File: config.mk
export PLATFORM = sky130hd
export DESIGN_NAME = undo_redo_history_buffer_core
export DESIGN_NICKNAME = d
export VERILOG_FILES = /design/src/hw/rtl/urhb_pkg.sv /design/src/hw/rtl/undo_redo_history_buffer_core.sv /design/src/hw/rtl/urhb_ram.sv /design/src/hw/rtl/urhb_ctrl.sv
export SDC_FILE = /design/constraint.sdc
export NUM_CORES = 1
export LEC_CHECK = 0
export BUFFER_PORTS_ARGS = -buffer_cell sky130_fd_sc_hd__buf_2
export CORE_ASPECT_RATIO = 0.75
export CORE_MARGIN = 2
export CORE_UTILIZATION = 58
export CTS_BUF_LIST = sky130_fd_sc_hd__clkbuf_2 sky130_fd_sc_hd__clkbuf_4 sky130_fd_sc_hd__clkbuf_8
export DETAILED_ROUTE_END_ITERATION = 8
export PLACE_DENSITY = 0.79
export SLEW_MARGIN = 0
export SYNTH_ARGS = -nofsm -noshare
export SYNTH_HDL_FRONTEND = slang
export SYNTH_SLANG_ARGS = --single-unit
File: constraint.sdc
create_clock -name clk -period 6.45 [get_ports clk]
set_input_delay 0.3225 -clock clk [delete_from_list [all_inputs] [get_ports clk]]
set_output_delay 0.3225 -clock clk [all_outputs]
set_load 0.005 [all_outputs]
File: src/hw/rtl/urhb_pkg.sv
// Shared constants, operation codes and inter-module structs for the
// undo/redo history buffer. No dependencies; imported by the core and control modules.
`default_nettype none

package urhb_pkg;

  // Storage geometry of the history ring.
  localparam int DEPTH      = 16;
  localparam int ENTRY_BITS = 32;
  localparam int ADDR_W     = $clog2(DEPTH);
  localparam int CNT_W      = $clog2(DEPTH + 1);

  // Capacity register width and its reset value.
  localparam int CAP_W = 5;
  localparam logic [CAP_W-1:0] CAP_RESET = CAP_W'(10);

  // Operation codes carried by the func field.
  typedef enum logic [1:0] {
    FUNC_ADD   = 2'd0,
    FUNC_UNDO  = 2'd1,
    FUNC_REDO  = 2'd2,
    FUNC_FIRST = 2'd3
  } func_t;

  // One access to the history memory.
  typedef struct packed {
    logic                  en;
    logic                  we;
    logic [ADDR_W-1:0]     addr;
    logic [ENTRY_BITS-1:0] wdata;
  } mem_req_t;

  // Status of one item, carried from the access cycle to the output stage.
  typedef struct packed {
    logic                    rd;
    logic                    ok;
    logic [CNT_W-1:0]        count;
    logic signed [CNT_W-1:0] cursor;
  } res_info_t;

endpackage

`default_nettype wire

File: src/hw/rtl/undo_redo_history_buffer_core.sv
// Top level of the undo/redo history buffer: control, history RAM and the
// two-stage result path. Uses urhb_pkg, urhb_ctrl and urhb_ram.
//
//  channel | signals                                  | handshake
//  --------+------------------------------------------+----------------
//  in      | in_func, in_new_entry                    | in_valid/in_ready
//  out     | out_entry_out, out_ok, out_entry_count,  | out_valid/out_ready
//          | out_cursor_pos                           |
//  cfg     | cfg_wr_data (capacity)                   | cfg_wr_en
//
// An item does its RAM access, if it makes one, in the cycle it is accepted; its
// result then moves to the output register once that frees up, one item per cycle while the output is not stalled.
// The single RAM port sets that rate: each item makes at most one access.
// Reset clears pointers and valid flags; the RAM is not cleared.
// A stalled output holds its item; input stalls only when both stages are full.
`default_nettype none

module undo_redo_history_buffer_core (
  input  wire logic        clk,
  input  wire logic        rst_n,
  input  wire logic        cfg_wr_en,
  input  wire logic [4:0]  cfg_wr_data,
  input  wire logic        in_valid,
  output logic             in_ready,
  input  wire logic [1:0]  in_func,
  input  wire logic [31:0] in_new_entry,
  output logic             out_valid,
  input  wire logic        out_ready,
  output logic [31:0]      out_entry_out,
  output logic             out_ok,
  output logic [4:0]       out_entry_count,
  output logic signed [4:0] out_cursor_pos
);

  import urhb_pkg::*;

  mem_req_t              mem_req;
  res_info_t             res_info;
  res_info_t             s1_info_r;
  logic                  s1_v_r;
  logic                  out_v_r;
  logic                  acc;
  logic                  s1_adv;
  logic [ENTRY_BITS-1:0] rdata;
  logic [ENTRY_BITS-1:0] out_entry_r;
  logic                  out_ok_r;
  logic [CNT_W-1:0]      out_count_r;
  logic signed [CNT_W-1:0] out_cursor_r;

  // Handshake: the access stage moves on when the output register frees up.
  assign s1_adv   = !out_v_r || out_ready;
  assign in_ready = !s1_v_r || s1_adv;
  assign acc      = in_valid && in_ready;

  urhb_ctrl u_ctrl (
    .clk         (clk),
    .rst_n       (rst_n),
    .cfg_wr_en   (cfg_wr_en),
    .cfg_wr_data (cfg_wr_data),
    .acc         (acc),
    .func        (in_func),
    .new_entry   (in_new_entry),
    .mem_req     (mem_req),
    .res_info    (res_info)
  );

  // Read data holds while stage one stalls, since no new access is issued.
  urhb_ram #(
    .DEPTH_P (DEPTH),
    .WIDTH_P (ENTRY_BITS)
  ) u_ram (
    .clk   (clk),
    .en    (mem_req.en),
    .we    (mem_req.we),
    .addr  (mem_req.addr),
    .wdata (mem_req.wdata),
    .rdata (rdata)
  );

  // Valid flags of the access stage and the output register.
  always_ff @(posedge clk) begin
    if (!rst_n) begin
      s1_v_r  <= 1'b0;
      out_v_r <= 1'b0;
    end else begin
      if (acc) begin
        s1_v_r <= 1'b1;
      end else if (s1_adv) begin
        s1_v_r <= 1'b0;
      end
      if (s1_adv) begin
        out_v_r <= s1_v_r;
      end
    end
  end

  // Payload of both stages; failed or non-read items return a zero entry.
  always_ff @(posedge clk) begin
    if (acc) begin
      s1_info_r <= res_info;
    end
    if (s1_adv && s1_v_r) begin
      out_entry_r  <= s1_info_r.rd ? rdata : '0;
      out_ok_r     <= s1_info_r.ok;
      out_count_r  <= s1_info_r.count;
      out_cursor_r <= s1_info_r.cursor;
    end
  end

  assign out_valid       = out_v_r;
  assign out_entry_out   = out_entry_r;
  assign out_ok          = out_ok_r;
  assign out_entry_count = out_count_r;
  assign out_cursor_pos  = out_cursor_r;

endmodule

`default_nettype wire

File: src/hw/rtl/urhb_ram.sv
// Generic single-port synchronous RAM with registered read data.
// Self-contained; used by the history buffer to hold entry words.
`default_nettype none

module urhb_ram #(
  parameter int DEPTH_P = 16,
  parameter int WIDTH_P = 32
) (
  input  wire logic                       clk,
  input  wire logic                       en,
  input  wire logic                       we,
  input  wire logic [$clog2(DEPTH_P)-1:0] addr,
  input  wire logic [WIDTH_P-1:0]         wdata,
  output logic      [WIDTH_P-1:0]         rdata
);

  logic [WIDTH_P-1:0] mem [DEPTH_P];

  // One access per cycle: a write, or a read whose data shows next cycle.
  always_ff @(posedge clk) begin
    if (en) begin
      if (we) begin
        mem[addr] <= wdata;
      end else begin
        rdata <= mem[addr];
      end
    end
  end

endmodule

`default_nettype wire

File: src/hw/rtl/urhb_ctrl.sv
// History pointers (oldest, count, cursor), capacity register and the
// per-item decision logic that issues at most one memory access. Uses urhb_pkg.
`default_nettype none

module urhb_ctrl (
  input  wire logic                      clk,
  input  wire logic                      rst_n,
  input  wire logic                      cfg_wr_en,
  input  wire logic [urhb_pkg::CAP_W-1:0] cfg_wr_data,
  input  wire logic                      acc,
  input  wire logic [1:0]                func,
  input  wire logic [urhb_pkg::ENTRY_BITS-1:0] new_entry,
  output urhb_pkg::mem_req_t             mem_req,
  output urhb_pkg::res_info_t            res_info
);

  import urhb_pkg::*;

  logic [ADDR_W-1:0]        oldest_r, oldest_nxt;
  logic [CNT_W-1:0]         held_r, held_nxt;
  logic signed [CNT_W-1:0]  cursor_r, cursor_nxt;
  logic [CAP_W-1:0]         cap_r;
  logic [CNT_W-1:0]         eff_cap;
  logic [CNT_W-1:0]         cur_inc, cur_dec;
  logic signed [CNT_W:0]    cur_s, held_s;
  logic                     at_tail;
  func_t                    op;

  // Ring address of the entry at logical offset off from the oldest entry.
  function automatic logic [ADDR_W-1:0] phys(input logic [ADDR_W-1:0] base,
                                             input logic [CNT_W-1:0] off);
    logic [CNT_W:0] sum;
    sum = (CNT_W+1)'(base) + {1'b0, off};
    if (sum >= (CNT_W+1)'(DEPTH)) begin
      sum = sum - (CNT_W+1)'(DEPTH);
    end
    return sum[ADDR_W-1:0];
  endfunction

  // Capacity of zero acts as one; anything above the ring size saturates.
  always_comb begin
    if (cap_r == '0) begin
      eff_cap = CNT_W'(1);
    end else if (CNT_W'(cap_r) > CNT_W'(DEPTH)) begin
      eff_cap = CNT_W'(DEPTH);
    end else begin
      eff_cap = CNT_W'(cap_r);
    end
  end

  // Signed views for the cursor range checks.
  assign op      = func_t'(func);
  assign cur_s   = {cursor_r[CNT_W-1], cursor_r};
  assign held_s  = {1'b0, held_r};
  assign cur_inc = cursor_r + CNT_W'(1);
  assign cur_dec = cursor_r - CNT_W'(1);
  assign at_tail = (cur_s == held_s - (CNT_W+1)'(1));

  // Per-item decision: next pointers, the memory access and the status.
  always_comb begin
    oldest_nxt    = oldest_r;
    held_nxt      = held_r;
    cursor_nxt    = cursor_r;
    mem_req.en    = 1'b0;
    mem_req.we    = 1'b0;
    mem_req.addr  = phys(oldest_r, cur_inc);
    mem_req.wdata = new_entry;
    res_info.rd   = 1'b0;
    res_info.ok   = 1'b0;
    if (acc) begin
      case (op)
        FUNC_ADD: begin
          // Every add writes just past the cursor.
          mem_req.en  = 1'b1;
          mem_req.we  = 1'b1;
          res_info.ok = 1'b1;
          if (!at_tail) begin
            held_nxt   = cur_inc + CNT_W'(1);
            cursor_nxt = cur_inc;
          end else if (held_r >= eff_cap) begin
            oldest_nxt = (oldest_r == ADDR_W'(DEPTH - 1)) ? '0 : oldest_r + ADDR_W'(1);
          end else begin
            held_nxt   = held_r + CNT_W'(1);
            cursor_nxt = cur_inc;
          end
        end
        FUNC_UNDO: begin
          if (cur_s > 0 && cur_s <= held_s) begin
            cursor_nxt   = cur_dec;
            mem_req.en   = 1'b1;
            mem_req.addr = phys(oldest_r, cur_dec);
            res_info.rd  = 1'b1;
            res_info.ok  = 1'b1;
          end
        end
        FUNC_REDO: begin
          if (cur_s < held_s - (CNT_W+1)'(1)) begin
            cursor_nxt  = cur_inc;
            mem_req.en  = 1'b1;
            res_info.rd = 1'b1;
            res_info.ok = 1'b1;
          end
        end
        default: begin
          if (held_r != '0) begin
            mem_req.en   = 1'b1;
            mem_req.addr = oldest_r;
            res_info.rd  = 1'b1;
            res_info.ok  = 1'b1;
          end
        end
      endcase
    end
    res_info.count  = held_nxt;
    res_info.cursor = cursor_nxt;
  end

  // Pointer and capacity registers.
  always_ff @(posedge clk) begin
    if (!rst_n) begin
      oldest_r <= '0;
      held_r   <= '0;
      cursor_r <= '1;
      cap_r    <= CAP_RESET;
    end else begin
      oldest_r <= oldest_nxt;
      held_r   <= held_nxt;
      cursor_r <= cursor_nxt;
      if (cfg_wr_en) begin
        cap_r <= cfg_wr_data;
      end
    end
  end

  // The cursor never points past the newest entry.
  a_cursor_in_range: assert property (@(posedge clk) disable iff (!rst_n)
    cur_s <= held_s - (CNT_W+1)'(1))
    else $error("cursor beyond newest entry");

  // An empty history always has the cursor at minus one.
  a_empty_cursor: assert property (@(posedge clk) disable iff (!rst_n)
    (held_r == '0) |-> (cursor_r == '1))
    else $error("empty history with cursor set");

  // The count never exceeds the ring size.
  a_count_bound: assert property (@(posedge clk) disable iff (!rst_n)
    held_r <= CNT_W'(DEPTH))
    else $error("entry count above ring size");

  // A full tail add keeps count and cursor and advances the oldest pointer.
  a_full_tail_add: assert property (@(posedge clk) disable iff (!rst_n)
    (acc && op == FUNC_ADD && at_tail && held_r >= eff_cap) |=>
      (held_r == $past(held_r) && cursor_r == $past(cursor_r) &&
       oldest_r != $past(oldest_r)))
    else $error("full tail add changed count or cursor");

endmodule

`default_nettype wire
After elaboration in Yosys (flattened, before gate mapping). Memories as Yosys holds them, arrays and structs flattened. A register that Yosys moved wholly into a read port is not among the register bits. Cells that the tools add are included.

Flip-flop bits (word level): 76. RAM bits: 512. Bits of input ports: 44. Output and inout bits: 45. Word-level logic and storage cells: 85. Memories kept: 1.

Memory list: u_ram.mem (depth 16, bits a word 32, rd ports 1, clocked after memory_dff 1, wr ports 1, RTL line urhb_ram.sv:17) `logic [WIDTH_P-1:0] mem [DEPTH_P];`.

Add/sub/neg operators: 10. Magnitude comparators: 7. Equality and inequality tests: 4. Mux-type cells: 34. Bitwise gates (word level): 1. Reduce and logical (&&, ||, !) cells: 14.

Operator list (number): $mux 5 (11); $mux 4 (5); $pmux 5 s3 (1); $add 4x5->6 (2); $ge 6x5->1 const B (2); $add 5x1->5 const B (2); $mux 1 (9); $pmux 1 s3 (3); $pmux 4 s2 (1); $sub 4x1->4 const B (2); $eq 5x6->1 (1); $le 5x6->1 (1); $lt 5x6->1 (1); $mux 2 (3); $mux 6 (1); $sub 5x1->6 const B (1); $add 5x2->5 const B (1); $ge 5x5->1 (1); $gt 5x1->1 const B (1); $gt 5x5->1 const B (1); $logic_not 5->1 (1); $reduce_bool 5->1 (1); $sub 5x2->5 const B (1); $add 4x1->4 const B (1); other kinds (12) (16).

Depth between registers and ports, before layout. Gate-level depths: netlist of run 1.

Depth in word-level cells: 10. Depth in mapped cells: 13. Mapped depth without buffers: 12.

By module. Synthesis of run 1 repeated with hierarchy kept, for this count alone.

Cell total of the unflattened synthesis: 1246. Area total of the unflattened synthesis: 24686.2 um^2.

By module, submodules not included: urhb_ram (times used 1, cells each 844, area each 20216.9 um^2, sequential area each 16335.7 um^2); urhb_ctrl (times used 1, cells each 303, area each 2458.6 um^2, sequential area each 380.4 um^2); undo_redo_history_buffer_core (times used 1, cells each 99, area each 2010.7 um^2, sequential area each 1691.6 um^2).

Worst setup path before layout of run 1. OpenSTA, ideal clock, no wires.

Kind: register to register. Start point: reg u_ctrl.cursor_r[0]. End point: mem u_ram.mem[14][0] (enable). Setup time: 513 ps. Arrival time: 5931 ps. Data required time: 5937 ps. Setup slack: 6 ps. Cell stages (with the launch flop): 13. Buffers on the path: 2. Period minus slack after synthesis: 6444 ps. Cell sequence: dfxtp_1 > clkbuf_1 > inv_1 > ha_1 > ha_1 > a21o_1 > a21oi_1 > xnor2_1 > a211o_1 > nand2_1 > o311ai_1 > clkbuf_1 > nor4b_1.

Longest elaborated chain between the ends: 7. Elaborated cells between the ends (all ways): 23. Those cells by class: add/sub (6); order compare (5); mux (11); reduce/logical (1).

Ends and longest elaborated chain: start, declared (RTL line urhb_ctrl.sv:21) `logic signed [CNT_W-1:0] cursor_r, cursor_nxt;`; start signal, assigned (RTL line urhb_ctrl.sv:128) `cursor_r <= cursor_nxt;`; $add 5x2->5 (tied with other cells) (RTL line urhb_ctrl.sv:55) `assign cur_inc = cursor_r + CNT_W'(1);`; $add 4x5->6 or $logic_and 1x1->1 (tied branches) (RTL line urhb_ctrl.sv:33, urhb_ctrl.sv:88); $ge 6x5->1 (tied with other cells) (RTL line urhb_ctrl.sv:34) `if (sum >= (CNT_W+1)'(DEPTH)) begin`; $mux 4 or $pmux 1 s3 (tied branches) (RTL line urhb_ctrl.sv:34, urhb_ctrl.sv:71); $mux 4 (tied with other cells) (RTL line urhb_ctrl.sv:105) `if (held_r != '0) begin`; $pmux 4 s2 or $mux 1 (tied branches) (RTL line urhb_ctrl.sv:71, urhb_ram.sv:21); $mux 6 (*) (RTL line urhb_ctrl.sv:70) `if (acc) begin`; end, declared (RTL line urhb_ram.sv:17).

Every way passes the cells marked *; elsewhere a longest branch is shown, timed or not.

Final worst setup path of run 1.
Start point: reg u_ctrl.cursor_r[0]. End point: mem u_ram.mem[5][21] (enable).

The elaborated chain is that of the path after synthesis.

==> metrics.cfg, run 1 <==
[setup_path]
end_kind = flip-flop
slowest_stage = buf_4
path_cells = inv_1 > ha_1 > ha_1 > a21o_1 > a21oi_1 > xnor2_1 > a211o_1 > nand2_1 > o311ai_4 > buf_4 > nor4b_2 > buf_4
critPathMaxFanout = 47
crit_required_ns = 6.75
cp_slowest_stage_delay_ns = 0.80
crit_type = reg -> reg
start_kind = flip-flop
crit_arrival_ns = 5.09

[global_route]
grt-ovfl-total = 0
grt_pass1_wl_mm = 77.55
grt_pass1_vias = 12580
grt.busiest_layer = met2
antenna_found_initial = 5
grtUsageMet2 = 0.3685
grt_util_met1 = 0.3467
grt_max_degree = 138
grt_use_met3 = 0.04656
grtUsageTotal = 0.2356

[clocking]
cts_setup_buffers = 0
insertion_delay_ns = 0.65
path_clk_slew_ns = 0.07
clockBufferDepth = 3
cts_buffers = 91
cts-root-buf = clkbuf_8
cts_tree = built
htree_levels = 3
cts_sinks = 620

[yosys]
synth_edf_count = 599
ys_async_sr_fraction = 0
synth_cell_types = 70
yosysWarnings = 0
yosysSeqAreaShare = 0.7381
synth.ff_latch_count = 620
synth_nets = 1267
netlist_instances = 1194
ys.flop_type = edfxtp_1
syn_area_um2 = 24940
synth.avg_cell_area_um2 = 20.89

[die]
die_area_um2 = 44690
chipHeight_um = 183.6
rows = 65
fp.dieW_um = 243.4
start_util = 0.5909
core_um2 = 42210
io_pins = 89

[detailed_routing]
first_pass_iters = 5
drc = 0
drt_iter0_drc = 1403
via_per_inst = 6.042
vias = 12160
wl_mm = 50.84
ant_nets = 0
wl_per_cell_um = 25.27

[timing]
final.period_utilization = 0.7416
max_slew_margin = 0.1280
final_hold_viol_count = 0
rsz0062_at_grt = false
drv_slew = 0
setup_violations = 0
max_freq_ghz = 0.2091
finalSetupTns_ns = 0
clock_skew_ns = 0.01477
period_needed_ns = 4.783
tightest_slew_ns = 1.302
setup_ws_ns = 1.667

[finish]
fin_util = 0.6638
multi_input_area_um2 = 6170
syn_to_final_growth_pct = 12.35
nets = 1441
drive_above_1_share = 0.2604
fill_cells = 2692
stdcell_area_um2 = 28020
seq_area_um2 = 18410

[power_and_ir_drop]
power_leakage_nw = 9.805
ir_worst_vdd_uv = 231.3
power_mw = 9.317
p_per_area_nw_per_um2 = 332.5

[placement]
gp_congestion = 0.8734
dp_hpwl_mm = 28.75
pre_cts_slack_ns = 1.818
dpl_cell_area_um2 = 26120
portBuffers = 88

[min_path]
hold_path.class = in -> reg

[job]
drv_cap = 0

[run_status]
status = complete, no violations

[timing repair]
action                    CTS  global route
hold buffers               11             0
hold endpoints to repair   10             0
resized for setup           0             0
[power by group]
part	internal, mW	total [mW]	switching, mW
sequential	4.59	4.64	0.0475
combinational	0.715	1.60	0.889
clock	1.64	3.08	1.43
total	6.95	9.32	2.37
[worst max-delay path, delay by kind of cell (launching register included)]
family                   cells  cell delay, ns
AO/OA/AOI/OAI                4            0.73
XOR/XNOR                     1            0.26
adder cells (fa/ha/maj)      2            0.82
buffers and inverters        3            1.44
flip-flops                   1            0.53
AND/OR/NAND/NOR              2            0.62
[through the flow]
| step | instances | hold WS (ns) |
|---|---|---|
| 3_3_place_gp | 1833 | 0.4055 |
| 6_report | 2012 | 0.05313 |
| 5_1_grt | 2011 | 0.03201 |
| 4_1_cts | 2009 | 0.005192 |
| 3_5_place_dp | 1833 | 0.4063 |
| 2_1_floorplan | 1194 | 0.3844 |
[cells in the final DEF (no fill, tap or decap), types with 3 or more instances in the layout]
master         instances
edfxtp_1             599
mux2i_1              104
clkbuf_8              93
buf_2                 88
mux4_2                77
mux4_1                51
and2_1                37
buf_4                 34
clkbuf_4              31
nand2_1               30
ha_1                  27
clkinv_1              25
a21oi_1               23
nor2_1                21
dfxtp_1               21
inv_1                 20
xnor2_1               11
dlygate4sd3_1         11
nor3_1                10
clkinv_2               9
nand2b_1               7
xor2_1                 7
o21ai_0                6
nor3_2                 5
o22ai_1                5
nor3b_2                5
a31oi_1                4
a21o_1                 4
a2bb2oi_1              4
nor4b_2                4
diode_2                3
o31ai_1                3
nor2b_1                3
o21a_1                 3
or3_1                  3
or2_1                  3
bufinv_16              3
buf_12                 3
[layout make-up]
cell class                 count  share of cell area
sequential                   620              0.6570
multi-input combinational    498              0.2202
clock buffer                 124             0.05399
timing repair buffer         136             0.03090
tap                          569             0.02541
clock inverter                41            0.009467
inverter                      21            0.002813
antenna                        3           0.0002679
[metal layers]
metal	wire, µm	part of all wire	vias to the layer above
met5	24	0.00047	-
met4	693	0.014	4
met3	3504	0.069	62
met2	24410	0.48	484
met1	22200	0.44	6295
li1	-	-	5311
[synth_stat cells (all sizes together) (2+ instances only)]
cell | instances | area [µm²]
o31ai | 3 | 22.52
buf | 36 | 311.5
ha | 27 | 337.8
inv | 21 | 78.82
and3 | 2 | 12.51
a31oi | 4 | 25.02
o21a | 3 | 22.52
nand2b | 7 | 43.79
o221ai | 2 | 23.77
fa | 2 | 40.04
mux4 | 128 | 3074
mux2i | 105 | 1055
nor3 | 15 | 80.08
nand2 | 31 | 123.9
a211oi | 2 | 15.01
xnor2 | 11 | 96.34
a21o | 4 | 30.03
nor2 | 22 | 85.09
clkbuf | 19 | 145.1
xor2 | 7 | 61.31
or3 | 3 | 18.77
and2 | 37 | 231.5
nand4 | 2 | 12.51
or2 | 4 | 25.03
o21ai | 8 | 43.79
a31o | 2 | 17.52
a21oi | 23 | 115.1
edfxtp | 599 | 17990
nor3b | 5 | 37.54
a2111oi | 2 | 30.03
nor4bb | 2 | 20.02
o22ai | 5 | 31.28
nor4 | 2 | 12.51
a2bb2oi | 4 | 35.03
dfxtp | 21 | 420.4
a41oi | 2 | 17.52
nor2b | 3 | 18.77
nor4b | 4 | 35.03
[flip-flops by register name, indices dropped and copies added (netlist names), 4 cells and up]
register	cells
u_ctrl.cursor_r	5
u_ram.mem	512
u_ctrl.oldest_r	4
out_entry_count	5
u_ram.rdata	32
s1_info_r	12
out_entry_out	32
out_cursor_pos	5
u_ctrl.cap_r	5
u_ctrl.held_r	5
[final timing paths]
path / from / slack (ns) / endpoint / cells after the start
setup / recovery: u_ctrl.cursor_r[0]$_SDFF_PN1_ / 1.67 / u_ram.mem[5][21]$_DFFE_PP_ / 12
hold / removal: in_new_entry[25] / 0.05 / u_ram.mem[4][25]$_DFFE_PP_ / 1
setup reg to reg: u_ctrl.cursor_r[0]$_SDFF_PN1_ / 1.67 / u_ram.mem[5][21]$_DFFE_PP_ / 12
hold reg to reg: s1_info_r[8]$_DFFE_PP_ / 0.42 / out_entry_count[3]$_DFFE_PP_ / 0
[cells by family (layout without fill, tap and decap cells)]
kind of cell / after synthesis / in the layout / share of synthesized area
buffers and inverters: 76 / 322 / 0.02147
multiplexers: 233 / 233 / 0.1656
AO/OA/AOI/OAI: 75 / 75 / 0.02157
adder cells (fa/ha/maj): 29 / 29 / 0.01515
AND/OR/NAND/NOR: 143 / 143 / 0.03186
XOR/XNOR: 18 / 18 / 0.006321
flip-flops: 620 / 620 / 0.7381
other: 0 / 3 / 0
Power figures use the tool's default switching activity.
==> run 2, diff against run 1 <==
Clock period 6.45 ns to 4.3 ns, I/O delays scaled along.
==> run 2 against run 1 <==
  * Core utilization up 1.8 points
  * Via count up 3.3%
  * Highest routed layer unchanged
  * Clock-buffer cell count down 10
  * Fmax up 20%
  * Hold slack better by 0.082 ns
  * Clock power up 49%
  * First-iteration DRC count down 6.6%
  * Global-route usage up 0.59 points
  * Sequential power up 50%
  * Non-clock buffer count up 62
  * Design area up 2.7%
  * Combinational power up 66%
==> metrics.cfg, run 2 (synthesis gave the netlist of run 1 again) <==
[placement]
dp_hpwl_mm = 30.83
portBuffers = 88
gp_congestion = 0.8561

[timing]
clock_skew_ns = 0.02442
tightest_slew_ns = 0.8936
finalSetupTns_ns = 0
drv_slew = 0
max_freq_ghz = 0.2510
setup_violations = 0
period_needed_ns = 3.983
final.period_utilization = 0.9264
rsz0062_at_grt = false
final_hold_viol_count = 0
max_slew_margin = 0.4028

[clocking]
cts-root-buf = clkbuf_8
cts-resized-gates = 0
htree_levels = 3
cts_tree = built
clockBufferDepth = 3
cts_buffers = 90
insertion_delay_ns = 0.66
cts_sinks = 620
cts_setup_buffers = 0
path_clk_slew_ns = 0.06

[die]
fp.dieW_um = 243.4
io_pins = 89
start_util = 0.5909
die_area_um2 = 44690
rows = 65
chipHeight_um = 183.6
core_um2 = 42210

[global_route]
grt-ovfl-total = 0
grt_max_degree = 49
grt_pass1_wl_mm = 78.82
grtUsageTotal = 0.2415
grt_pass1_vias = 12790
antenna_found_initial = 3

[setup_path]
ff2ff_setup_slack_ns = 0.32
crit_arrival_ns = 4.36
end_kind = flip-flop
critPathMaxFanout = 29
r2r-end = u_ram.rdata[8]$_DFFE_PP_
r2r_cells = 10
r2r-start = u_ctrl.held_r[0]$_SDFF_PN0_
start_kind = flip-flop
crit_required_ns = 4.68
crit_type = reg -> reg

[job]
drv_cap = 0

[detailed_routing]
ant_nets = 0
drc = 0
wl_mm = 52.89
via_per_inst = 6.076
vias = 12560
wl_per_cell_um = 25.59
drt_iter0_drc = 1311
first_pass_iters = 5

[finish]
fill_cells = 2607
syn_to_final_growth_pct = 15.40
largest_register = u_ram.mem
final_cell_mix = edfxtp_1, mux2i_1, clkbuf_8
final_common_cell = edfxtp_1
fin_util = 0.6819
multi_input_area_um2 = 6279
largest_register_ffs = 512
drive_above_1_share = 0.2659
nets = 1502
seq_area_um2 = 18410

[power_and_ir_drop]
p_per_area_nw_per_um2 = 493.4
power_leakage_nw = 10.17
ir_worst_vdd_uv = 355.3

[min_path]
hold_path.class = in -> reg
whs_endpoint = s1_info_r[11]$_DFFE_PP_
min_path_cells = 3
hp-start = in_func[1]

[run_status]
status = complete, no violations

-- run 2: layout make-up --
| class | count | share of cell area |
|---|---|---|
| antenna | 1 | 0.00008695 |
| clock buffer | 114 | 0.04952 |
| multi-input combinational | 498 | 0.2181 |
| clock inverter | 46 | 0.01139 |
| sequential | 620 | 0.6396 |
| inverter | 21 | 0.002739 |
| tap | 569 | 0.02474 |
| timing repair buffer | 198 | 0.05382 |
-- run 2: power by group --
group | switching (mW) | internal [mW]
Sequential | 0.0709 | 6.88
Combinational | 1.44 | 1.20
Clock | 2.18 | 2.42
Total | 3.70 | 10.5
-- run 2: worst max-delay path by stage --
stage	start	endpoint	cells after the start
2_1_floorplan	u_ctrl.cursor_r[0]$_SDFF_PN1_	u_ram.mem[14][0]$_DFFE_PP_	12
4_1_cts	u_ctrl.held_r[0]$_SDFF_PN0_	u_ram.rdata[8]$_DFFE_PP_	10
3_5_place_dp	u_ctrl.held_r[0]$_SDFF_PN0_	u_ram.rdata[8]$_DFFE_PP_	10
5_1_grt	u_ctrl.cursor_r[0]$_SDFF_PN1_	u_ram.mem[1][13]$_DFFE_PP_	10
6_report	u_ctrl.held_r[0]$_SDFF_PN0_	u_ram.rdata[8]$_DFFE_PP_	10
3_3_place_gp	u_ctrl.held_r[0]$_SDFF_PN0_	u_ram.rdata[8]$_DFFE_PP_	10
-- run 2: critical path: stages (launching register included) --
cell and delay (ns):
dfxtp_1 0.53, inv_1 0.22, ha_1 0.31, or4b_4 0.28, nand2_4 0.07, nor2_2 0.22, mux2i_4 0.70, buf_12 0.34
mux4_1 0.58, mux2i_1 0.30, mux2i_1 0.14
-- run 2: what timing repair did --
item                                   in CTS  in global routing
endpoints found under the hold margin     523                  0
setup endpoints to repair                   0                  0
hold buffers                               48                  0
-- run 2: metal layers --
metal  GRT usage  wire length, µm
met1      0.3575            22880
met2      0.3700            24720
met3     0.04904             4290
met4     0.07215              996
met5           0                7
-- run 2: per-stage QoR --
step | power [mW] | hold WS (ns) | cell area [µm²] | cells | setup WS, ns
3_5_place_dp | 9.695 | 0.4065 | 26550 | 1858 | 0.3423
6_report | 14.20 | 0.1354 | 28780 | 2067 | 0.3165
5_1_grt | 14.74 | 0.1234 | 28780 | 2067 | 0.1601
3_3_place_gp | 9.626 | 0.4017 | 26550 | 1858 | 0.4686
2_1_floorplan | 8.954 | 0.2769 | 25120 | 1194 | -0.5911
4_1_cts | 14.32 | 0.07050 | 28780 | 2066 | 0.3343
